==> config.mk <==
export PLATFORM = sky130hd
export DESIGN_NAME = server_registry_with_id_allocator
export DESIGN_NICKNAME = d
export VERILOG_FILES = /design/src/design/sra_pkg.sv /design/src/design/sra_ctrl.sv /design/src/design/sra_dpath.sv /design/src/design/server_registry_with_id_allocator.sv
export SDC_FILE = /design/constraint.sdc
export NUM_CORES = 2
export LEC_CHECK = 0
export ABC_CLOCK_PERIOD_IN_PS = 5300
export BUFFER_PORTS_ARGS = -buffer_cell sky130_fd_sc_hd__buf_2
export CORE_AREA = 3 3 766 768
export CTS_BUF_LIST = sky130_fd_sc_hd__clkbuf_16
export DETAILED_ROUTE_END_ITERATION = 10
export DIE_AREA = 0 0 769 771
export GPL_TIMING_DRIVEN = 0
export PLACE_DENSITY_LB_ADDON = 0.3
export SYNTH_ARGS = -nofsm -noshare
export SYNTH_HDL_FRONTEND = slang
export SYNTH_MEMORY_MAX_BITS = 65536
export SYNTH_SLANG_ARGS = --single-unit
export TNS_END_PERCENT = 100
==> constraint.sdc <==
create_clock -name clk -period 5.3 [get_ports clk]
set_input_delay 0.53 -clock clk [delete_from_list [all_inputs] [get_ports clk]]
set_output_delay 0.53 -clock clk [all_outputs]
set_load 0.05 [all_outputs]
==> src/design/sra_pkg.sv <==
// Shared types and constants for the server registry with identifier allocator.
// Used by sra_ctrl, sra_dpath and server_registry_with_id_allocator.
`timescale 1ns / 1ps

package sra_pkg;

  // Table size; identifier 0 is reserved, so MAX_IDS-1 entries at most
  localparam int MAX_IDS = 64;
  localparam int ID_W    = $clog2(MAX_IDS);
  localparam int CNT_W   = $clog2(MAX_IDS + 1);

  // Field widths
  localparam int REQ_W     = 2;
  localparam int IP_W      = 32;
  localparam int PORT_W    = 16;
  localparam int KEY_W     = IP_W + PORT_W;
  localparam int HDL_W     = 16;
  localparam int STATUS_W  = 4;
  localparam int SRV_ID_W  = 6;
  localparam int IN_DATA_W = 64;
  localparam int OUT_DATA_W = 32;
  localparam int OUT_FIELDS_W = STATUS_W + SRV_ID_W + 1 + HDL_W;

  // Request codes
  typedef enum logic [REQ_W-1:0] {
    REQ_CONNECT    = 2'd0,
    REQ_DISCONNECT = 2'd1,
    REQ_REMOVE     = 2'd2,
    REQ_FIND       = 2'd3
  } req_t;

  // Result status codes
  localparam logic [STATUS_W-1:0] ST_RECONNECTED  = 4'd0;
  localparam logic [STATUS_W-1:0] ST_ADDED        = 4'd1;
  localparam logic [STATUS_W-1:0] ST_ALREADY      = 4'd2;
  localparam logic [STATUS_W-1:0] ST_FULL         = 4'd3;
  localparam logic [STATUS_W-1:0] ST_DISCONNECTED = 4'd4;
  localparam logic [STATUS_W-1:0] ST_NOT_FOUND    = 4'd5;
  localparam logic [STATUS_W-1:0] ST_REMOVED      = 4'd6;
  localparam logic [STATUS_W-1:0] ST_STILL_CONN   = 4'd7;
  localparam logic [STATUS_W-1:0] ST_FOUND        = 4'd8;

  // Commands from controller to datapath
  typedef struct packed {
    logic load;       // capture the request and restart the key scan
    logic scan_step;  // read one slot and compare the previous one
    logic commit;     // update the table and load the result register
  } ctrl_cmd_t;

  // Status from datapath to controller
  typedef struct packed {
    logic scan_done;  // key found or last slot compared
    logic out_free;   // result register can take a new item
  } dp_stat_t;

endpackage

==> src/design/sra_ctrl.sv <==
// Controller state machine of the server registry.
// Depends on sra_pkg for the command and status structs.
`timescale 1ns / 1ps

module sra_ctrl (
  input  logic                clk,
  input  logic                rst,
  input  logic                s_tvalid,
  output logic                s_tready,
  input  sra_pkg::dp_stat_t   stat,
  output sra_pkg::ctrl_cmd_t  cmd
);

  typedef enum logic [3:0] {
    S_IDLE   = 4'b0001,
    S_SCAN   = 4'b0010,
    S_FETCH  = 4'b0100,
    S_COMMIT = 4'b1000
  } state_t;

  state_t state;
  state_t state_next;

  assign s_tready = (state == S_IDLE);

  // Sequence one item: scan the keys, fetch entry data, commit
  always_comb begin
    state_next    = state;
    cmd           = '0;
    unique case (state)
      S_IDLE: begin
        if (s_tvalid) begin
          cmd.load   = 1'b1;
          state_next = S_SCAN;
        end
      end
      S_SCAN: begin
        cmd.scan_step = 1'b1;
        if (stat.scan_done) begin
          state_next = S_FETCH;
        end
      end
      S_FETCH: begin
        state_next = S_COMMIT;
      end
      S_COMMIT: begin
        if (stat.out_free) begin
          cmd.commit = 1'b1;
          state_next = S_IDLE;
        end
      end
      default: begin
        state_next = S_IDLE;
      end
    endcase
  end

  always_ff @(posedge clk) begin
    if (rst) begin
      state <= S_IDLE;
    end else begin
      state <= state_next;
    end
  end

endmodule

==> src/design/sra_dpath.sv <==
// Datapath of the server registry: key, handle and free-list memories,
// valid and connected bits, key scan and result register. Depends on sra_pkg.
`timescale 1ns / 1ps

module sra_dpath (
  input  logic                                  clk,
  input  logic                                  rst,
  input  sra_pkg::ctrl_cmd_t                    cmd,
  output sra_pkg::dp_stat_t                     stat,
  input  logic [sra_pkg::IN_DATA_W-1:0]         s_tdata,
  input  logic [sra_pkg::REQ_W-1:0]             s_tuser,
  output logic                                  m_tvalid,
  input  logic                                  m_tready,
  output logic [sra_pkg::OUT_DATA_W-1:0]        m_tdata
);

  localparam int ID_W  = sra_pkg::ID_W;
  localparam int CNT_W = sra_pkg::CNT_W;
  localparam int MAX   = sra_pkg::MAX_IDS;

  // Captured request
  sra_pkg::req_t                req_q;
  logic [sra_pkg::KEY_W-1:0]    key_q;
  logic [sra_pkg::HDL_W-1:0]    hdl_q;

  // Per-slot flags
  logic [MAX-1:0] valid_bits;
  logic [MAX-1:0] conn_bits;
  logic [MAX-1:0] fn_wr;

  // Memories
  logic [sra_pkg::KEY_W-1:0] key_mem [MAX];
  logic [sra_pkg::HDL_W-1:0] hdl_mem [MAX];
  logic [ID_W-1:0]           fn_mem  [MAX];

  // Scan state
  logic [CNT_W-1:0]          scan_cnt;
  logic [ID_W-1:0]           pend_addr;
  logic                      pend_vld;
  logic                      hit;
  logic [ID_W-1:0]           hit_id;
  logic [sra_pkg::KEY_W-1:0] key_rd;
  logic                      match;
  logic                      scan_last;

  // Entry fetch
  logic [sra_pkg::HDL_W-1:0] hdl_rd;
  logic [ID_W-1:0]           fn_rd;
  logic                      fn_rd_wr;
  logic [ID_W-1:0]           fn_rd_addr;
  logic [ID_W-1:0]           fn_dflt;
  logic [ID_W-1:0]           fn_val;
  logic [ID_W-1:0]           free_head;
  logic                      head_ok;

  // Commit decision
  logic [sra_pkg::STATUS_W-1:0] res_status;
  logic [ID_W-1:0]              res_id;
  logic                         res_conn;
  logic [sra_pkg::HDL_W-1:0]    res_hdl;
  logic                         set_conn;
  logic                         clr_conn;
  logic                         set_valid;
  logic                         clr_valid;
  logic                         wr_key;
  logic                         wr_hdl;
  logic                         wr_fn;
  logic [ID_W-1:0]              fn_waddr;
  logic [ID_W-1:0]              fn_wdata;
  logic                         head_wr;
  logic [ID_W-1:0]              head_wdata;
  logic [ID_W-1:0]              upd_addr;

  // Result register
  logic [sra_pkg::STATUS_W-1:0] out_status;
  logic [sra_pkg::SRV_ID_W-1:0] out_id;
  logic                         out_conn;
  logic [sra_pkg::HDL_W-1:0]    out_hdl;

  // Capture the request
  always_ff @(posedge clk) begin
    if (cmd.load) begin
      req_q <= sra_pkg::req_t'(s_tuser);
      key_q <= {s_tdata[sra_pkg::IP_W+sra_pkg::PORT_W-1:sra_pkg::IP_W],
                s_tdata[sra_pkg::IP_W-1:0]};
      hdl_q <= s_tdata[sra_pkg::IN_DATA_W-1:sra_pkg::KEY_W];
    end
  end

  // Compare the slot read in the previous cycle
  assign match     = pend_vld && valid_bits[pend_addr] && (key_rd == key_q);
  assign scan_last = pend_vld && (pend_addr == ID_W'(MAX - 1));
  assign stat.scan_done = match || scan_last;
  assign stat.out_free  = !m_tvalid || m_tready;

  // Walk the slots from 1 upward, one read per cycle
  always_ff @(posedge clk) begin
    if (rst) begin
      scan_cnt <= '0;
      pend_vld <= 1'b0;
      hit      <= 1'b0;
    end else if (cmd.load) begin
      scan_cnt <= CNT_W'(1);
      pend_vld <= 1'b0;
      hit      <= 1'b0;
    end else if (cmd.scan_step) begin
      if (scan_cnt < CNT_W'(MAX)) begin
        pend_vld <= 1'b1;
        scan_cnt <= scan_cnt + 1'b1;
      end else begin
        pend_vld <= 1'b0;
      end
      if (match) begin
        hit <= 1'b1;
      end
    end
  end

  always_ff @(posedge clk) begin
    if (cmd.load) begin
      hit_id <= '0;
    end else if (cmd.scan_step && match) begin
      hit_id <= pend_addr;
    end
    pend_addr <= scan_cnt[ID_W-1:0];
    key_rd    <= key_mem[scan_cnt[ID_W-1:0]];
  end

  // Read the hit entry's handle and the free-list link behind the head
  always_ff @(posedge clk) begin
    hdl_rd     <= hdl_mem[hit_id];
    fn_rd      <= fn_mem[free_head];
    fn_rd_wr   <= fn_wr[free_head];
    fn_rd_addr <= free_head;
  end

  // A never-written link holds its reset value: next slot, last links to 0
  assign fn_dflt = (fn_rd_addr == ID_W'(MAX - 1)) ? '0 : ID_W'(fn_rd_addr + 1'b1);
  assign fn_val  = fn_rd_wr ? fn_rd : fn_dflt;
  assign head_ok = (free_head != '0) && (CNT_W'(free_head) < CNT_W'(MAX));

  // Decide the result and the table updates
  always_comb begin
    res_status = sra_pkg::ST_NOT_FOUND;
    res_id     = '0;
    res_conn   = 1'b0;
    res_hdl    = '0;
    set_conn   = 1'b0;
    clr_conn   = 1'b0;
    set_valid  = 1'b0;
    clr_valid  = 1'b0;
    wr_key     = 1'b0;
    wr_hdl     = 1'b0;
    wr_fn      = 1'b0;
    fn_waddr   = hit_id;
    fn_wdata   = free_head;
    head_wr    = 1'b0;
    head_wdata = hit_id;
    upd_addr   = hit_id;
    unique case (req_q)
      sra_pkg::REQ_CONNECT: begin
        if (hit) begin
          res_id   = hit_id;
          res_conn = 1'b1;
          if (conn_bits[hit_id]) begin
            res_status = sra_pkg::ST_ALREADY;
          end else begin
            res_status = sra_pkg::ST_RECONNECTED;
            set_conn   = 1'b1;
            wr_hdl     = 1'b1;
          end
        end else if (!head_ok) begin
          res_status = sra_pkg::ST_FULL;
        end else begin
          res_status = sra_pkg::ST_ADDED;
          res_id     = free_head;
          res_conn   = 1'b1;
          upd_addr   = free_head;
          set_conn   = 1'b1;
          set_valid  = 1'b1;
          wr_key     = 1'b1;
          wr_hdl     = 1'b1;
          wr_fn      = 1'b1;
          fn_waddr   = free_head;
          fn_wdata   = '0;
          head_wr    = 1'b1;
          head_wdata = fn_val;
        end
      end
      sra_pkg::REQ_DISCONNECT: begin
        if (hit) begin
          res_status = sra_pkg::ST_DISCONNECTED;
          res_id     = hit_id;
          clr_conn   = 1'b1;
        end
      end
      sra_pkg::REQ_REMOVE: begin
        if (hit) begin
          res_id = hit_id;
          if (conn_bits[hit_id]) begin
            res_status = sra_pkg::ST_STILL_CONN;
            res_conn   = 1'b1;
          end else begin
            res_status = sra_pkg::ST_REMOVED;
            clr_valid  = 1'b1;
            wr_fn      = 1'b1;
            head_wr    = 1'b1;
          end
        end
      end
      sra_pkg::REQ_FIND: begin
        if (hit) begin
          res_status = sra_pkg::ST_FOUND;
          res_id     = hit_id;
          res_conn   = conn_bits[hit_id];
          res_hdl    = conn_bits[hit_id] ? hdl_rd : '0;
        end
      end
      default: begin
        res_status = sra_pkg::ST_NOT_FOUND;
      end
    endcase
  end

  // Apply the flag and free-head updates
  always_ff @(posedge clk) begin
    if (rst) begin
      valid_bits <= '0;
      conn_bits  <= '0;
      fn_wr      <= '0;
      free_head  <= ID_W'(1);
    end else if (cmd.commit) begin
      if (set_valid) valid_bits[upd_addr] <= 1'b1;
      if (clr_valid) valid_bits[upd_addr] <= 1'b0;
      if (set_conn)  conn_bits[upd_addr]  <= 1'b1;
      if (clr_conn)  conn_bits[upd_addr]  <= 1'b0;
      if (wr_fn)     fn_wr[fn_waddr]      <= 1'b1;
      if (head_wr)   free_head            <= head_wdata;
    end
  end

  // Write the memories
  always_ff @(posedge clk) begin
    if (cmd.commit) begin
      if (wr_key) key_mem[upd_addr] <= key_q;
      if (wr_hdl) hdl_mem[upd_addr] <= hdl_q;
      if (wr_fn)  fn_mem[fn_waddr]  <= fn_wdata;
    end
  end

  // Result register: load on commit, drop when taken
  always_ff @(posedge clk) begin
    if (rst) begin
      m_tvalid <= 1'b0;
    end else if (cmd.commit) begin
      m_tvalid <= 1'b1;
    end else if (m_tready) begin
      m_tvalid <= 1'b0;
    end
  end

  always_ff @(posedge clk) begin
    if (cmd.commit) begin
      out_status <= res_status;
      out_id     <= sra_pkg::SRV_ID_W'(res_id);
      out_conn   <= res_conn;
      out_hdl    <= res_hdl;
    end
  end

  assign m_tdata = {{(sra_pkg::OUT_DATA_W - sra_pkg::OUT_FIELDS_W){1'b0}},
                    out_hdl, out_conn, out_id, out_status};

endmodule

==> src/design/server_registry_with_id_allocator.sv <==
// Server registry keyed by (address, port) with a LIFO identifier free list.
// Each item: a key scan (one slot per cycle through the key memory read port, stopping
// early on a hit), then a fetch state and a commit state. One item at a time: the next
// accept waits for the commit; a result held by m_tready low delays the commit.
// Reset (rst, synchronous): valid and connected bits cleared, free list restored.
`timescale 1ns / 1ps

module server_registry_with_id_allocator (
  input  logic                               clk,
  input  logic                               rst,
  input  logic                               s_tvalid,
  output logic                               s_tready,
  // server_ip[31:0], server_port[47:32], conn_handle[63:48]
  input  logic [sra_pkg::IN_DATA_W-1:0]      s_tdata,
  // req_type[1:0]
  input  logic [sra_pkg::REQ_W-1:0]          s_tuser,
  output logic                               m_tvalid,
  input  logic                               m_tready,
  // status[3:0], server_id[9:4], is_connected[10], handle_out[26:11], zero[31:27]
  output logic [sra_pkg::OUT_DATA_W-1:0]     m_tdata
);

  sra_pkg::ctrl_cmd_t cmd;
  sra_pkg::dp_stat_t  stat;

  sra_ctrl u_ctrl (
    .clk      (clk),
    .rst      (rst),
    .s_tvalid (s_tvalid),
    .s_tready (s_tready),
    .stat     (stat),
    .cmd      (cmd)
  );

  sra_dpath u_dpath (
    .clk      (clk),
    .rst      (rst),
    .cmd      (cmd),
    .stat     (stat),
    .s_tdata  (s_tdata),
    .s_tuser  (s_tuser),
    .m_tvalid (m_tvalid),
    .m_tready (m_tready),
    .m_tdata  (m_tdata)
  );

  // One item in flight: no accept right after an accept
  a_one_in_flight: assert property (@(posedge clk) disable iff (rst)
    (s_tvalid && s_tready) |=> !s_tready)
    else $error("item accepted while another is in flight");

  // Commit only into a free result register
  a_commit_free: assert property (@(posedge clk) disable iff (rst)
    cmd.commit |-> (!m_tvalid || m_tready))
    else $error("result register overwritten");

  // Every commit presents a result
  a_commit_out: assert property (@(posedge clk) disable iff (rst)
    cmd.commit |=> m_tvalid)
    else $error("committed result not presented");

  // Never commit while a request is being accepted or scanned
  a_commit_idle: assert property (@(posedge clk) disable iff (rst)
    cmd.commit |-> !(cmd.load || cmd.scan_step))
    else $error("commit overlaps accept or scan");

endmodule

==> out/qor.csv <==
stage,metric,value,unit
outcome,status,"finished, violations left",
outcome,failing checks,negative setup slack,
cts,clock sink total,4874,
drt,Post-Route WL,516000,um
cts,clk buf depth,4,
global_routing,GRT overflow,0,
global_routing,first-pass GRT wire length,722000,um
drt,vias per cell,5.24,
drt,Final ANT Viol Nets,0,
drt,WL/cell,30.0,um
setup_path,crit-path cells,"clkbuf_1, nor2_1, a21bo_2, nor2_2, clkbuf_1, clkbuf_1, nand2_1, nor2_4, buf_12",
drt,DR DRC count,0,
drt,vias,90372,
cts,htree depth,6,
floorplanning,die width,769,um
final_layout,"most common cell after layout, fill and taps aside",edfxtp_1,
final_layout,layout cell share with drive strength beyond 1,30.8,%
placed_design,Port-buffer cells,97,
placed_design,GP Congestion,0.892,
timing,Max Freq,186,MHz
setup_path,reg2reg setup slack,-0.06,ns
final_layout,most frequent cells in the layout,"edfxtp_1 (4573), mux4_2 (1522), clkbuf_16 (532)",
synth,"top cells by area, synth","edfxtp_1 (74%), mux4_2 (18%), dfxtp_1 (3.2%), nor2_1 (0.70%), clkbuf_1 (0.60%)",
setup_path,largest fanout on the critical path,20,
floorplanning,Core ar.,581000,um2
synth,"Distinct cells, synth",67,
synth,"Primary FF master, synth",edfxtp_1,
job,maxcap violations,0,
synth,ys async rst share,0,%
hold_path,hold worst-path end,u_dpath.key_q[19],
timing,Setup WS post-layout,-0.0630,ns
floorplanning,Starting Density,32.0,%
pwr,Internal Power,64.2,mW
pwr,PwrDens,371,nW/um2
setup_path,startpoint types,flip-flop,
pwr,net load switching power,17.8,mW
timing,final worst path period share,101,%
global_routing,vias in the first global route,92558,
global_routing,GRT Overall Usage,17.0,%
setup_path,"most used cell, CP",clkbuf_1,
setup_path,max incr delay on CP,0.80,ns
final_layout,Final Net Count,9142,
cts,CTS tree,done,
synth,"Seq/Total Area, Yosys",77.2,%
setup_path,R2R Path End,u_dpath.key_mem[4][20],
pwr,clock share of power,43.1,%
floorplanning,I/O pin cnt,104,
timing,Slew Limit Fails,0,
final_layout,# fillers,51812,
setup_path,worst reg-to-reg path cell count,9,
synth,cell accounting for the most synthesized area,edfxtp_1,
cts,clock-pin transition on the worst setup and hold timing paths,0.06,ns
pwr,Sw Share,21.8,%
setup_path,Worst Path Arrival,6.05,ns
final_layout,Layout Cells excl Fill,17244,
timing,Final Critical Period,5.36,ns
hold_path,Hold Path Depth,2,
timing,Slew headroom,2.74,%
placed_design,placed insts,16182,
floorplanning,Die ar.,593000,um2
timing,RSZ-0062 raised after global routing,true,
timing,worst clock skew,0.0683,ns
synth,Avg Inst Size Synth,23.3,um2
pwr,Reg power frac,52.2,%
hold_path,worst hold start,s_tdata[19],
synth,"EDFF count, synth",4573,
timing,Final Setup Violations,86,
pwr,Worst VDD drop,0.347,mV
global_routing,initial antenna violation count,35,
placed_design,HPWL Detailed,360000,um
global_routing,largest net degree at the start of global routing,49,
setup_path,Reg2Reg Launch Point,u_dpath.free_head[2],
final_layout,post-layout util,38.1,%
pwr,overall power,82.0,mW
setup_path,Worst path slowest cell,nand2_1,
cts,Num CTS Buffers,525,
cts,clk root buf,clkbuf_16,
timing,TNS Setup,-1.74,ns
synth,#FFs+latches synth,4874,
synth,share of the synthesized area in the top cell type,74.0,%
synth,Post-Synthesis Cell Area,186000,um2
floorplanning,Die Y,771,um
synth,Gate Count Post-Synth,7974,
pwr,Pleak,66.5,nW
setup_path,Worst EP required,5.99,ns
timing,Fin. Hold Viols,0,
timing,Worst-Margin Slew,1.46,ns
hold_path,Worst Hold Class,primary input to flip-flop,
final_layout,area grow syn2layout,19.1,%
setup_path,Setup CP Type,flip-flop to flip-flop,
synth,Syn. warnings,0,
setup_path,Setup crit end kind,flip-flop,
drt,total iterations of the first detailed-routing run,7,
floorplanning,FP Rows,280,
drt,DR iter-0 viols,10711,
timing,Hold Slack,0.200,ns
cts,Skew-Pair Late Insertion Delay,1.06,ns
pwr,Comb pwr share,4.7,%
critical path: cells and delay by family (launching register included):
kind	cells	cell delay, ns
AO/OA/AOI/OAI	1	0.30
AND/OR/NAND/NOR	4	2.41
flip-flops	1	0.32
buffers and inverters	4	1.94
metrics by stage:
stage | area, um2 | worst slack [ns]
6_report | 221000 | -0.0630
5_1_grt | 221000 | -0.0552
4_1_cts | 221000 | 0.00588
3_5_place_dp | 203000 | -0.651
3_3_place_gp | 196000 | -5.02
2_1_floorplan | 186000 | 0.135
state kept, by name, summed over array words and instances, names as in the netlist, 7 cells and up, named ones only:
signal            flops
u_dpath.hdl_q        16
u_dpath.hdl_mem    1024
u_dpath.fn_mem      384
u_dpath.fn_wr        64
u_dpath.key_rd       48
u_dpath.key_q        48
u_dpath.out_hdl      16
u_dpath.scan_cnt      7
u_dpath.key_mem    3072
u_dpath.hdl_rd       16
kinds of logic (layout without fill, tap and decap cells):
kind of cell	count (synthesis)	in the layout	share of synthesized area (%)
flops	4874	4874	77.2
mux	1544	1544	18.6
simple gates	602	602	1.50
buf+inv	494	1945	1.06
compound gates	405	405	1.35
xor+xnor	52	52	0.245
fa+ha+maj	2	2	0.0135
other cells	1	65	0.00202
worst max path at each step:
stage                         startpoint                       to  cells after the start
floorplan                u_ctrl.state[3]              u_dpath.hit                      6
global placement       u_dpath.hit_id[1]  u_dpath.key_mem[39][14]                      9
detailed placement     u_dpath.hit_id[1]  u_dpath.key_mem[31][31]                     11
CTS                    u_dpath.hit_id[0]  u_dpath.key_mem[11][22]                      9
global route            u_dpath.req_q[0]   u_dpath.key_mem[4][21]                      9
finish              u_dpath.free_head[2]   u_dpath.key_mem[4][20]                      9
final cells by class:
type	instances	area (um2)	area share [%]
Clock inverter	402	3370	1.52
Timing Repair Buffer	517	8170	3.70
Antenna cell	12	30.0	0.0136
Buffer	466	1920	0.866
Sequential cell	4874	143000	64.8
Inverter	28	109	0.0492
Clock buffer	532	13300	6.02
Multi-Input combinational cell	2658	41100	18.6
Tap cell	7755	9700	4.39
metal layers:
layer / GRT usage (%) / wire length, um
met2: 28.0 / 250000
met5: 0 / 122
met3: 3.42 / 40400
met1: 22.6 / 205000
met4: 6.08 / 20400
Yosys cell counts (17+ instances only):
cell	instances
inv_1	28
o21ai_1	17
buf_1	98
edfxtp_1	4573
clkbuf_1	298
and3_1	22
nand2_1	94
mux2i_1	21
a21oi_1	150
dfxtp_1	301
nor2b_1	55
xnor2_1	37
a311oi_1	62
buf_2	57
o21ai_0	122
nor2_1	345
mux4_2	1522
power groups by stage:
stage	clock network (mW)	logic, mW	registers, mW
6_report	35.3	3.84	42.8
5_1_grt	37.6	4.08	42.8
4_1_cts	36.0	3.92	42.8
3_5_place_dp	0	3.86	43.7
3_3_place_gp	0	2.84	44.2
2_1_floorplan	0	1.87	43.8
what timing repair did:
| item | 4_1_cts | 5_1_grt |
|---|---|---|
| setup buffers | 30 | 16 |
| gates resized for setup | 6 | 5 |
| endpoints found under the setup margin | 1562 | 696 |
| endpoints found under the hold margin | 68 | 0 |
| pin swaps | 12 | 8 |
| hold buffers | 69 | 0 |
Note: power is estimated with default switching activity, not from simulation.
